`config.mk`:
```
export PLATFORM = sky130hd
export DESIGN_NAME = cgfe_mulser
export DESIGN_NICKNAME = d
export VERILOG_FILES = /design/src/rtl/core/cgfe_pkg.sv /design/src/rtl/core/cgfe_mulser.sv
export SDC_FILE = /design/constraint.sdc
export NUM_CORES = 1
export LEC_CHECK = 0
export BUFFER_PORTS_ARGS = -buffer_cell sky130_fd_sc_hd__buf_2
export CAP_MARGIN = 20
export CORE_ASPECT_RATIO = 1.1
export CORE_MARGIN = 1
export CORE_UTILIZATION = 60
export CTS_CLUSTER_DIAMETER = 200
export DETAILED_ROUTE_END_ITERATION = 16
export GPL_ROUTABILITY_DRIVEN = 0
export HOLD_SLACK_MARGIN = 0.15
export PLACE_DENSITY = 0.84
export REMOVE_ABC_BUFFERS = 1
export SYNTH_ARGS = -nofsm -noshare
export SYNTH_HDL_FRONTEND = slang
export SYNTH_SLANG_ARGS = --single-unit
```
`constraint.sdc`:
```
create_clock -name clk -period 6.5 [get_ports clk]
set_clock_uncertainty 0.1 [all_clocks]
set_input_delay 0.65 -clock clk [delete_from_list [all_inputs] [get_ports clk]]
set_output_delay 0.65 -clock clk [all_outputs]
set_load 0.02 [all_outputs]
```
`src/rtl/core/cgfe_pkg.sv`:
```
// Shared types and constants of the cell grid formula evaluator.
package cgfe_pkg;

	typedef logic [5:0] row_t;
	typedef logic [5:0] col_t;

	typedef struct packed {
		logic        err;
		logic [31:0] value;
	} cell_t;

	typedef struct packed {
		logic  rd;
		row_t  rd_row;
		col_t  rd_col;
		logic  wr;
		row_t  wr_row;
		col_t  wr_col;
		cell_t wr_cell;
	} mem_req_t;

	localparam logic [3:0] MODE_COPY  = 4'd0;
	localparam logic [3:0] MODE_ADD   = 4'd1;
	localparam logic [3:0] MODE_SUB   = 4'd2;
	localparam logic [3:0] MODE_MUL   = 4'd3;
	localparam logic [3:0] MODE_DIV   = 4'd4;
	localparam logic [3:0] MODE_SUM   = 4'd5;
	localparam logic [3:0] MODE_MIN   = 4'd6;
	localparam logic [3:0] MODE_MAX   = 4'd7;
	localparam logic [3:0] MODE_AVG   = 4'd8;
	localparam logic [3:0] MODE_STDEV = 4'd9;

	localparam logic REG_ROWS = 1'b0;
	localparam logic REG_COLS = 1'b1;

	localparam int CNT_W  = 13;
	localparam int ESUM_W = 44;
	localparam int SQ_W   = 75;
	localparam int WIDE_W = 88;
	localparam int ROOT_W = 44;
	localparam int DIVN_W = 44;
	localparam int STEP_W = 6;

endpackage

```
`src/rtl/core/cgfe_mulser.sv`:
```
// Shift-and-add wide multiplier, one multiplier bit per cycle.
module cgfe_mulser import cgfe_pkg::*; (
	input  logic              clk,
	input  logic              arst_n,
	input  logic              start,
	input  logic [WIDE_W-1:0] a,
	input  logic [ROOT_W-1:0] b,
	output logic              done,
	output logic [WIDE_W-1:0] product
);

	logic              busy_q;
	logic              done_q;
	logic [STEP_W-1:0] cnt_q;
	logic [WIDE_W-1:0] a_q;
	logic [ROOT_W-1:0] b_q;
	logic [WIDE_W-1:0] acc_q;

	always_ff @(posedge clk or negedge arst_n) begin
		if (!arst_n) begin
			busy_q <= 1'b0;
			done_q <= 1'b0;
			cnt_q  <= '0;
		end else begin
			done_q <= busy_q && !start && (cnt_q == STEP_W'(ROOT_W - 1));
			if (start) begin
				busy_q <= 1'b1;
				cnt_q  <= '0;
			end else if (busy_q) begin
				cnt_q <= cnt_q + 1'b1;
				if (cnt_q == STEP_W'(ROOT_W - 1)) begin
					busy_q <= 1'b0;
				end
			end
		end
	end

	always_ff @(posedge clk) begin
		if (start) begin
			a_q   <= a;
			b_q   <= b;
			acc_q <= '0;
		end else if (busy_q) begin
			if (b_q[0]) begin
				acc_q <= acc_q + a_q;
			end
			a_q <= {a_q[WIDE_W-2:0], 1'b0};
			b_q <= {1'b0, b_q[ROOT_W-1:1]};
		end
	end

	assign done    = done_q;
	assign product = acc_q;

endmodule

```
[Word-level counts from Yosys, hierarchy flattened]
Cells that the tools add are included.
Storage, ports and cells
  output and inout bits: 89
  input port bits: 135
  register bits after elaboration: 228
  logic and storage cells: 23
Cells by class
  reductions and logical operators: 5
  equality and inequality tests: 1
  multiplexer cells: 9
  add/sub/neg operators: 2
Operators by type and width (number)
  88-bit 2-to-1 mux: 2
  88-bit adder: 1
  44-bit 2-to-1 mux: 2
  6-bit 2-to-1 mux: 2
  6-bit by 1-bit adder with 6-bit output (second input constant): 1
  6-bit equality test (second input constant): 1
  1-bit 2-to-1 mux: 3
  1-bit logical AND: 2
  2-bit AND reduction: 1
  2-bit nonzero test: 1
  1-bit zero test: 1

[Depth between registers and ports, before layout]
Gate-level depths: netlist of the first run.
  depth after elaboration: 4
  gate-level depth with buffers: 12
  mapped depth without buffers: 12

[Worst setup path before layout of the first run]
OpenSTA, ideal clock, no wires.
  path type: in2reg
  start point: input start
  end point: register a_q[0] (enable)
  data arrival time: 4191 ps
  slack: 1724 ps
  stages: 5
  setup time: 485 ps
  data required time: 5915 ps
  buffers on the path: 3
  cells stage by stage: clkbuf_1 -> clkbuf_1 -> clkbuf_1 -> nor2_1 -> inv_1
On the way
  cells in the longest elaborated chain, start to end: 1
Ends and longest elaborated chain
  from (decl): RTL line cgfe_mulser.sv:5  | input logic start,
  2-bit nonzero test (no line)
  to (signal assigned): RTL line cgfe_mulser.sv:47  | a_q <= {a_q[WIDE_W-2:0], 1'b0};
  to (decl): RTL line cgfe_mulser.sv:15  | logic [WIDE_W-1:0] a_q;
No other way between the ends.
A chain may end at the register's enable or synchronous reset.

[Final worst setup path of the first run]
  start point: register a_q[3]
  end point: register acc_q[85] (netlist: product[85])
On the way
  cells in the longest elaborated chain, start to end: 1
Ends and longest elaborated chain
  88-bit adder: RTL line cgfe_mulser.sv:45  | acc_q <= acc_q + a_q;
  to (signal assigned): RTL line cgfe_mulser.sv:45
  to (decl): RTL line cgfe_mulser.sv:17  | logic [WIDE_W-1:0] acc_q;
No other way between the ends.

==> impl_metrics.env, run 1 <==
export IMPL_place_area_mm2=0.0157
export IMPL_synth_top_cell_area_share_pct=27.3
export IMPL_hold_class="input port to flip-flop"
export IMPL_timing_reg2reg_setup_slack_ns=2.81
export IMPL_clkTransAtPathRegs_ns=0.06
export IMPL_ctsResizeCount=0
export IMPL_combPwrFrac_pct=43.1
export IMPL_grt_max_degree=150
export IMPL_p_per_area_mw_per_mm2=355
export IMPL_io_pins=224
export IMPL_synth_area_top_cells="edfxtp_1 27%, dfxtp_1 12%, mux2_2 10%"
export IMPL_final_cell_mix="222 x buf_2, 217 x nand2_1, 178 x a21oi_1, 132 x edfxtp_1, 131 x mux2_2"
export IMPL_num_rows=59
export IMPL_worstMarginPinSlew_ns=1.04
export IMPL_design_area_mm2=0.0165
export IMPL_yosysTopAreaCell="edfxtp_1"
export IMPL_drv_slew=0
export IMPL_leakage_nw=7.03
export IMPL_remaining_drc_errors=0
export IMPL_final_antenna_net_count=0
export IMPL_startpoint_type="flip-flop"
export IMPL_final_min_clock_period_ns=3.69
export IMPL_port_buffers=223
export IMPL_slew_headroom_pct=30.4
export IMPL_cts_tree="done"
export IMPL_dr_first_iter_drc_count=756
export IMPL_internal_power_mw=3.54
export IMPL_whs_ns=0.280
export IMPL_cts_buffer_depth=3
export IMPL_die_w_um=150
export IMPL_route_met3_wl_mm=2.81
export IMPL_fin_setup_tns_ns=0
export IMPL_p_total_mw=5.87
export IMPL_htreeDepth=1
export IMPL_ys_seq_area_share_pct=40.8
export IMPL_areaGrowthSynthToFinish_pct=13.9
export IMPL_dr_wl_met2_mm=17.9
export IMPL_share_seq_of_total_power_pct=33.3
export IMPL_clock_latency_ns=0.55
export IMPL_routed_wl_mm=37.0
export IMPL_place_hpwl_mm=27.0
export IMPL_syn_avg_cell_area_um2=9.51
export IMPL_grt_remaining_overflow=0
export IMPL_final_common_cell="buf_2"
export IMPL_switching_share_pct=39.7
export IMPL_start_util_pct=61.2
export IMPL_place_ws_ns=2.98
export IMPL_dr_pass1_iters=5
export IMPL_async_flop_share_pct=3.51
export IMPL_gr_usage_all_layers_pct=29.4
export IMPL_drive_gt1_share_pct=25.5
export IMPL_fin_crit_sh_pct=56.8
export IMPL_synth_ff_type="edfxtp_1"
export IMPL_critPathArrivalTime_ns=4.02
export IMPL_synth_cell_types=87
export IMPL_p_switching_mw=2.33
export IMPL_status="completed"
export IMPL_clock_fmax_ghz=0.271
export IMPL_worstSetupEndpointType="flip-flop"
export IMPL_nFillCells=1862
export IMPL_wl_met1_mm=15.0
export IMPL_syn_inst=1526
export IMPL_drv_cap=0
export IMPL_grt_antenna_before_repair=0
export IMPL_cp_max_fo=5
export IMPL_synth_edf_count=132
export IMPL_syn_area_mm2=0.0145
export IMPL_wl_per_cell_um=18.3
export IMPL_vias=12467
export IMPL_rsz0062_at_grt="false"
export IMPL_clockRootBuffer="clkbuf_16"
export IMPL_nNetsFinal=1922
export IMPL_cts_post_setup_buffers_inserted=0
export IMPL_routed_top_layer="met4"
export IMPL_yosysWarnings=0
export IMPL_avgViaCountPerCell=6.17
export IMPL_core_mm2=0.0237
export IMPL_finalHoldViolCount=0
export IMPL_grt_pass1_vias=11814
export IMPL_num_antenna_cells=0
export IMPL_grt_pass1_wl_mm=58.6
export IMPL_finalSetupViolations=0
export IMPL_synth_seq_cells=228
export IMPL_layout_setup_ws_ns=2.81
export IMPL_numCtsBuffers=25
export IMPL_die_h_um=165
export IMPL_pwr_share_clk_pct=23.6
export IMPL_worstSetupPathType="flip-flop to flip-flop"
export IMPL_required_ns=6.83
export IMPL_cts_sinks=228
export IMPL_vdd_drop_max_v=0.000236
export IMPL_dieArea_mm2=0.0248
cells in the mapped netlist (4+ instances only):
cell type  count
a31oi_1       12
nor2b_1        6
edfxtp_1     132
o21a_1         4
buf_2         10
nand3_1       20
and2_1         9
dfxtp_1       88
xor2_1        30
o31ai_1       11
mux2_2       131
ha_1          88
a211oi_1      14
o21bai_1      26
or2_2          4
nor2_1        90
and4_1         4
dfrtp_1        8
buf_4          4
buf_1         10
inv_1         25
a21boi_0       4
nor4_1         7
a21o_1        34
nand4_1       34
a211o_1        5
nor3_1        23
o21ai_1       11
nand2b_1      10
a21oi_1      178
o21ai_0       79
xnor2_1       46
clkbuf_1      57
o211ai_1       7
nand2_1      218
or3_1          7
routing by layer:
layer | GRT usage [%] | up-vias
met5 | 0 | -
met4 | 9.96 | 0
met3 | 4.95 | 91
met2 | 51.2 | 501
met1 | 36.6 | 5889
li1 | - | 5986
cells by family (layout without fill, tap and decap cells):
logic type / after synthesis / after routing / synth area share (%)
xor+xnor: 76 / 76 / 4.59
compound gates: 433 / 433 / 18.9
buf+inv: 109 / 300 / 3.04
flops: 228 / 228 / 40.8
fa+ha+maj: 89 / 89 / 7.73
mux: 134 / 134 / 10.4
simple gates: 457 / 457 / 14.5
repair_timing:
| item | CTS | global route |
|---|---|---|
| endpoints found under the hold margin | 8 | 0 |
| hold buffers | 1 | 0 |
| setup endpoints to repair | 0 | 0 |
worst max-delay path: stages (launching register included):
cell and delay (ns):
edfxtp_1 0.40, ha_1 0.36, o21ai_0 0.18, o21ai_0 0.29, o2111ai_1 0.22, a2111oi_2 0.66, o21bai_1 0.23, nand3_2 0.17
a21oi_2 0.15, nor4_1 0.40, o21ai_0 0.15, a32o_1 0.27
final timing paths:
| kind | start | endpoint | cells past startpoint |
|---|---|---|---|
| max reg2reg | a_q[3]$_DFFE_PP_ | product[85]$_SDFFE_PP0P_ | 11 |
| min in group asynchronous | arst_n | cnt_q[5]$_DFFE_PN0P_ | 2 |
| min reg2reg | product[32]$_SDFFE_PP0P_ | product[32]$_SDFFE_PP0P_ | 2 |
| max in group asynchronous | arst_n | done$_DFF_PN0_ | 2 |
| min | b[43] | b_q[43]$_SDFFCE_PN0P_ | 2 |
| max | a_q[3]$_DFFE_PP_ | product[85]$_SDFFE_PP0P_ | 11 |
power by group through the flow:
stage                     Combinational, mW  Sequential, mW  Clock, mW
final                                  2.53            1.95       1.39
after global routing                   2.77            1.98       1.46
after CTS                              2.49            1.95       1.41
after detailed placement               2.47            1.98          0
after global placement                 2.43            1.96          0
after floorplan                        1.67            2.10          0
registers in the layout, indices dropped and copies added (netlist names):
name	cells
b_q	44
a_q	88
cnt_q	6
product	88
busy_q	1
done	1
metrics by stage:
step | cells | util (%)
finish | 2022 | 69.8
global route | 2022 | 69.8
CTS | 2022 | 69.8
detailed placement | 1975 | 66.4
global placement | 1975 | 66.4
floorplan | 1442 | -
cell type report:
type / count / area (um2) / area share [%]
multi-input combinational: 1189 / 8150 / 49.3
sequential: 228 / 5930 / 35.8
timing repair buffer: 229 / 1180 / 7.15
clock buffer: 41 / 756 / 4.57
tap: 305 / 382 / 2.31
inverter: 25 / 96.3 / 0.583
clock inverter: 5 / 43.8 / 0.265
Power figures use the tool's default switching activity.
==> inputs of run 2 (changes only) <==
Settings changed: ABC_AREA set to 1, PLACE_DENSITY 0.84 to 0.82.
Clock period 6.5 ns to 3.7 ns, I/O delays scaled along.
==> run 2 against run 1 <==
Register-to-register slack worse by 2.1 ns. Final cell count is 81% higher. Routed wire length grew 63%. Global-route usage increased by 9.9 points. First-iteration DRC count increased to 2.6 times the previous value. Critical endpoint is now product[70]$_SDFFE_PP0P_. Fmax up 22%. Via count up 57%. Largest cell class unchanged. Non-clock buffer count grew 138. Area after synthesis increased by 25%. Combinational power up 28%. Clock-buffer cell count decreased by 4.
==> impl_metrics.env, run 2 <==
export IMPL_yosysTopAreaCell="nand2_1"
export IMPL_worstSetupPathType="flip-flop to flip-flop"
export IMPL_slew_headroom_pct=39.4
export IMPL_drv_cap=0
export IMPL_areaGrowthSynthToFinish_pct=20.5
export IMPL_clkTransAtPathRegs_ns=0.07
export IMPL_ys_top_cells_by_count="1222 x nand2_1, 518 x inv_1, 309 x nor2_1"
export IMPL_start_util_pct=61.2
export IMPL_clock_latency_ns=0.56
export IMPL_r2r_end="product[70]$_SDFFE_PP0P_"
export IMPL_place_area_mm2=0.0196
export IMPL_min_from="start"
export IMPL_io_pins=224
export IMPL_cts_tree="done"
export IMPL_rsz0062_at_grt="false"
export IMPL_nNetsFinal=3494
export IMPL_timing_reg2reg_setup_slack_ns=0.68
export IMPL_status="completed"
export IMPL_synth_cell_types=41
export IMPL_final_antenna_net_count=0
export IMPL_port_buffers=223
export IMPL_die_h_um=184
export IMPL_synth_ff_type="edfxtp_1"
export IMPL_final_cell_mix="1222 x nand2_1, 516 x inv_1, 309 x nor2_1, 222 x buf_2, 134 x dlygate4sd3_1"
export IMPL_synth_area_top_cells="nand2_1 25%, edfxtp_1 22%, inv_1 11%"
export IMPL_worstSetupEndpointType="flip-flop"
export IMPL_wl_per_cell_um=16.5
export IMPL_finalSetupViolations=0
export IMPL_numCtsBuffers=26
export IMPL_clockRootBuffer="clkbuf_16"
export IMPL_die_w_um=168
export IMPL_avgViaCountPerCell=5.36
export IMPL_dr_pass1_iters=8
export IMPL_drv_slew=0
export IMPL_num_antenna_cells=0
export IMPL_yosysWarnings=0
export IMPL_core_mm2=0.0296
export IMPL_r2r_start="a_q[50]$_DFFE_PP_"
export IMPL_gr_usage_all_layers_pct=39.3
export IMPL_nFillCells=2429
export IMPL_final_min_clock_period_ns=3.02
export IMPL_dieArea_mm2=0.0309
export IMPL_startpoint_type="flip-flop"
export IMPL_synth_top_cell_area_share_pct=25.3
export IMPL_synth_seq_cells=228
export IMPL_ys_seq_area_share_pct=32.7
export IMPL_grt_antenna_before_repair=2
export IMPL_vdd_drop_max_v=0.000438
export IMPL_dr_first_iter_drc_count=1989
export IMPL_place_hpwl_mm=43.2
export IMPL_grt_pass1_vias=19027
export IMPL_synth_edf_count=132
export IMPL_syn_area_mm2=0.0181
export IMPL_remaining_drc_errors=0
export IMPL_hold_path_end="product[67]$_SDFFE_PP0P_"
export IMPL_cts_buffer_depth=3
export IMPL_syn_inst=2933
export IMPL_whs_path_depth=4
export IMPL_finalHoldViolCount=0
export IMPL_drive_gt1_share_pct=13.6
export IMPL_clock_fmax_ghz=0.331
export IMPL_design_area_mm2=0.0219
export IMPL_hold_class="input port to flip-flop"
export IMPL_htreeDepth=1
export IMPL_routed_wl_mm=60.4
export IMPL_r2r_cells=13
export IMPL_num_rows=66
export IMPL_grt_remaining_overflow=0
export IMPL_vias=19633
export IMPL_grt_pass1_wl_mm=95.4
export IMPL_fin_crit_sh_pct=81.6
export IMPL_syn_avg_cell_area_um2=6.18
export IMPL_async_flop_share_pct=3.51
export IMPL_p_per_area_mw_per_mm2=422
export IMPL_required_ns=4.04
export IMPL_cp_max_fo=5
export IMPL_ctsResizeCount=0
export IMPL_grt_max_degree=89
export IMPL_fin_setup_tns_ns=0
export IMPL_critPathArrivalTime_ns=3.36
export IMPL_leakage_nw=12.5
export IMPL_cts_sinks=228
export IMPL_worstMarginPinSlew_ns=0.909
export IMPL_synth_most_common_cell="nand2_1"
export IMPL_final_common_cell="nand2_1"
==> run 2: cell count changes after synthesis, sizes merged, moves of 17 or more <==
cell / before / now
nand2: 219 / 1267
inv: 25 / 538
nor2: 91 / 380
mux2: 131 / 0
a21oi: 180 / 74
nand3: 21 / 106
xnor2: 46 / 4
a21o: 34 / 0
clkbuf: 60 / 38
nand4: 36 / 16
o21ai: 91 / 74
==> run 2: through the flow <==
step	total power [mW]	instances	utilization, %	hold WS (ns)	worst slack, ns
floorplan	5.27	2875	-	-0.0256	0.0736
global placement	6.12	3482	66.1	0.152	1.06
detailed placement	6.19	3482	66.1	0.153	1.02
CTS	9.09	3664	73.7	0.331	1.00
global route	9.67	3664	73.7	0.372	0.603
finish	9.22	3664	73.7	0.338	0.680
==> run 2: timing repair <==
item / 4_1_cts / 5_1_grt
buffers inserted: 0 / 0
hold buffers: 134 / 0
hold endpoints to repair: 140 / 0
==> run 2: critical path, stage by stage (launching register included) <==
cell and delay [ns]:
edfxtp_1 0.42, ha_1 0.37, nand2_1 0.18, nor2_1 0.10, nand2_1 0.30, inv_1 0.07, a21oi_1 0.48, nor2_1 0.11
nor2_1 0.38, nand2_1 0.13, nand2_1 0.08, nand3_1 0.06, nand2_1 0.07, inv_1 0.04
==> run 2: area by class of cell <==
class / count / area, um2 / share of cell area, %
well taps: 374 / 468 / 2.14
multi-input cells: 2107 / 9940 / 45.5
clock inverters: 11 / 166 / 0.761
clock buffers: 37 / 753 / 3.45
flip-flops and latches: 228 / 5930 / 27.1
inverters: 540 / 2030 / 9.30
repair buffers: 367 / 2580 / 11.8
==> run 2: report_power, final <==
| group | switching, mW | internal, mW | total (mW) |
|---|---|---|---|
| Clock | 1.11 | 1.69 | 2.81 |
| Sequential | 0.205 | 2.97 | 3.18 |
| Combinational | 2.17 | 1.07 | 3.23 |
==> run 2: worst max path at each step <==
stage                          endpoint  cells after the start  slack (ns)                  from
6_report       product[70]$_SDFFE_PP0P_                     13        0.68     a_q[50]$_DFFE_PP_
5_1_grt        product[70]$_SDFFE_PP0P_                     13        0.60     a_q[52]$_DFFE_PP_
4_1_cts        product[70]$_SDFFE_PP0P_                     14        1.00  a_q[0]$_SDFFCE_PN0P_
3_5_place_dp   product[70]$_SDFFE_PP0P_                     14        1.02  a_q[0]$_SDFFCE_PN0P_
3_3_place_gp   product[70]$_SDFFE_PP0P_                     14        1.06  a_q[0]$_SDFFCE_PN0P_
2_1_floorplan      a_q[0]$_SDFFCE_PN0P_                      2        0.07      busy_q$_DFF_PN0_
==> run 2: cell families after synthesis <==
logic type,synth area share (%)
xor gates and xnor gates,2.27
and+or+nand+nor,41.3
adders and majority gates,6.18
buffers and inverters,12.5
DFF,32.7
AOI/OAI and AO/OA,5.04
==> run 2: per-layer routing <==
layer  GRT usage (%)  part of all wire, %
met4            23.4                  6.4
met2            62.8                   44
met1            48.1                   38
met3            9.66                   12
met5               0                    0
==> inputs of run 3 (changes only) <==
Clock period 3.7 ns to 3.1 ns, I/O delays scaled along.
==> run 3 against run 2 <==
Clock power grew 17%. Worst hold slack gained 0.071 ns. Total power grew 19%. Combinational power grew 20%. Utilization grew 0.35 points. Non-clock buffer count grew 10. Setup slack lost 0.60 ns.
==> impl_metrics.env, run 3 (same netlist as run 2, synthesis figures left out) <==
export IMPL_grt_max_degree=122
export IMPL_finalSetupViolations=0
export IMPL_clock_fmax_ghz=0.331
export IMPL_multi_input_area_mm2=0.00995
export IMPL_areaGrowthSynthToFinish_pct=21.1
export IMPL_die_w_um=168
export IMPL_r2r_end="product[85]$_SDFFE_PP0P_"
export IMPL_place_hpwl_mm=43.0
export IMPL_port_buffers=223
export IMPL_final_antenna_net_count=0
export IMPL_io_pins=224
export IMPL_timing_critical_path_to="product[85]$_SDFFE_PP0P_"
export IMPL_fin_crit_sh_pct=97.5
export IMPL_routed_wl_mm=60.8
export IMPL_cp_max_fo=5
export IMPL_grt_pass1_vias=18938
export IMPL_cts_sinks=228
export IMPL_layout_setup_ws_ns=0.0784
export IMPL_clockRootBuffer="clkbuf_16"
export IMPL_p_per_area_mw_per_mm2=499
export IMPL_cp_startpoint="a_q[47]$_DFFE_PP_"
export IMPL_avgViaCountPerCell=5.36
export IMPL_final_common_cell="nand2_1"
export IMPL_required_ns=3.45
export IMPL_vdd_drop_max_v=0.000502
export IMPL_numCtsBuffers=26
export IMPL_vias=19719
export IMPL_remaining_drc_errors=0
export IMPL_gr_usage_all_layers_pct=39.0
export IMPL_clock_latency_ns=0.56
export IMPL_fin_util_pct=74.1
export IMPL_placedCellCount=3484
export IMPL_timing_reg2reg_setup_slack_ns=0.08
export IMPL_critPathArrivalTime_ns=3.37
export IMPL_final_cells=3676
export IMPL_cts_tree="done"
export IMPL_wl_per_cell_um=16.5
export IMPL_drive_gt1_share_pct=13.6
export IMPL_leakage_nw=12.6
export IMPL_place_ws_ns=0.416
export IMPL_startpoint_type="flip-flop"
export IMPL_final_cell_mix="1221 x nand2_1, 516 x inv_1, 308 x nor2_1, 222 x buf_2, 142 x dlygate4sd3_1"
export IMPL_worstMarginPinSlew_ns=0.886
export IMPL_nFillCells=2448
export IMPL_core_mm2=0.0296
export IMPL_final_min_clock_period_ns=3.02
export IMPL_num_rows=66
export IMPL_cts_buffer_depth=3
export IMPL_dr_first_iter_drc_count=2228
export IMPL_worstSetupPathType="flip-flop to flip-flop"
export IMPL_r2r_cells=13
export IMPL_drv_slew=0
export IMPL_dr_pass1_iters=14
export IMPL_rsz0062_at_grt="false"
export IMPL_cts_post_setup_buffers_inserted=0
export IMPL_dieArea_mm2=0.0309
export IMPL_slew_headroom_pct=40.9
export IMPL_drv_cap=0
export IMPL_nNetsFinal=3504
export IMPL_grt_antenna_before_repair=1
export IMPL_die_h_um=184
export IMPL_finalHoldViolCount=0
export IMPL_worstSetupEndpointType="flip-flop"
export IMPL_clkTransAtPathRegs_ns=0.06
export IMPL_fin_setup_tns_ns=0
export IMPL_r2r_start="a_q[47]$_DFFE_PP_"
export IMPL_hold_class="flip-flop to flip-flop"
export IMPL_status="completed"
export IMPL_htreeDepth=1
export IMPL_start_util_pct=61.2
export IMPL_grt_pass1_wl_mm=94.6
export IMPL_regArea_mm2=0.00593
export IMPL_grt_remaining_overflow=0
-- run 3: cell types whose count changed in the layout (fill, tap and decap cells not counted), moves of 2 or more --
cell,change
diode_2,+2
buf_12,+2
clkbuf_1,+3
clkbuf_8,-2
dlygate4sd3_1,+8
-- run 3: timing repair --
action / CTS / global route
endpoints found under the setup margin: 0 / 1
gates resized for setup: 0 / 3
hold endpoints to repair: 142 / 0
hold buffers: 142 / 0
-- run 3: worst max-delay path: stages, from the launching register on --
cell	delay [ns]
edfxtp_1	0.42
ha_1	0.38
nand2_1	0.20
nor2_1	0.10
nand2_1	0.28
inv_1	0.09
a21oi_1	0.50
nand2_1	0.33
nand2_1	0.15
nand3_1	0.09
nand2_1	0.09
nand3_1	0.08
nand2_1	0.08
inv_1	0.05
-- run 3: power breakdown --
group | internal [mW] | total, mW | switching (mW)
combinational | 1.29 | 3.86 | 2.58
sequential | 3.55 | 3.80 | 0.247
clock | 1.97 | 3.29 | 1.32
-- run 3: final cells by class --
type                    instances  area share (%)
diodes                          2          0.0228
clock buffers                  38            3.36
clock inverters                10           0.701
inverters                     540            9.26
multi-input cells            2107            45.3
flip-flops and latches        228            27.0
well taps                     374            2.13
repair buffers                377            12.3
-- run 3: layer usage --
layer  share of wire, %  track usage, %  vias up
met1                 37            46.1     8755
li1                   -               -     9551
met4                6.6            23.2        0
met3                 12            11.4      304
met2                 44            62.8     1109
met5                  0               0        -
-- run 3: stage by stage --
step	area, um2	hold slack, ns	power (mW)
final	22000	0.409	11.0
after global routing	22000	0.442	11.5
after CTS	22000	0.404	10.8
after detailed placement	19600	0.0627	7.38
after global placement	19600	0.0527	7.30
after floorplan	17900	-0.0856	6.29
-- run 3: worst min-delay path by stage --
| stage | end | depth (start not counted) | slack [ns] | from |
|---|---|---|---|---|
| after global routing | cnt_q[4]$_DFFE_PN0P_ | 1 | 0.44 | cnt_q[4]$_DFFE_PN0P_ |
| after floorplan | busy_q$_DFF_PN0_ | 0 | -0.09 | arst_n |
| after global placement | cnt_q[5]$_DFFE_PN0P_ | 1 | 0.05 | arst_n |
| after detailed placement | cnt_q[4]$_DFFE_PN0P_ | 1 | 0.06 | arst_n |
| final | cnt_q[4]$_DFFE_PN0P_ | 1 | 0.41 | cnt_q[4]$_DFFE_PN0P_ |
| after CTS | cnt_q[4]$_DFFE_PN0P_ | 1 | 0.40 | cnt_q[4]$_DFFE_PN0P_ |
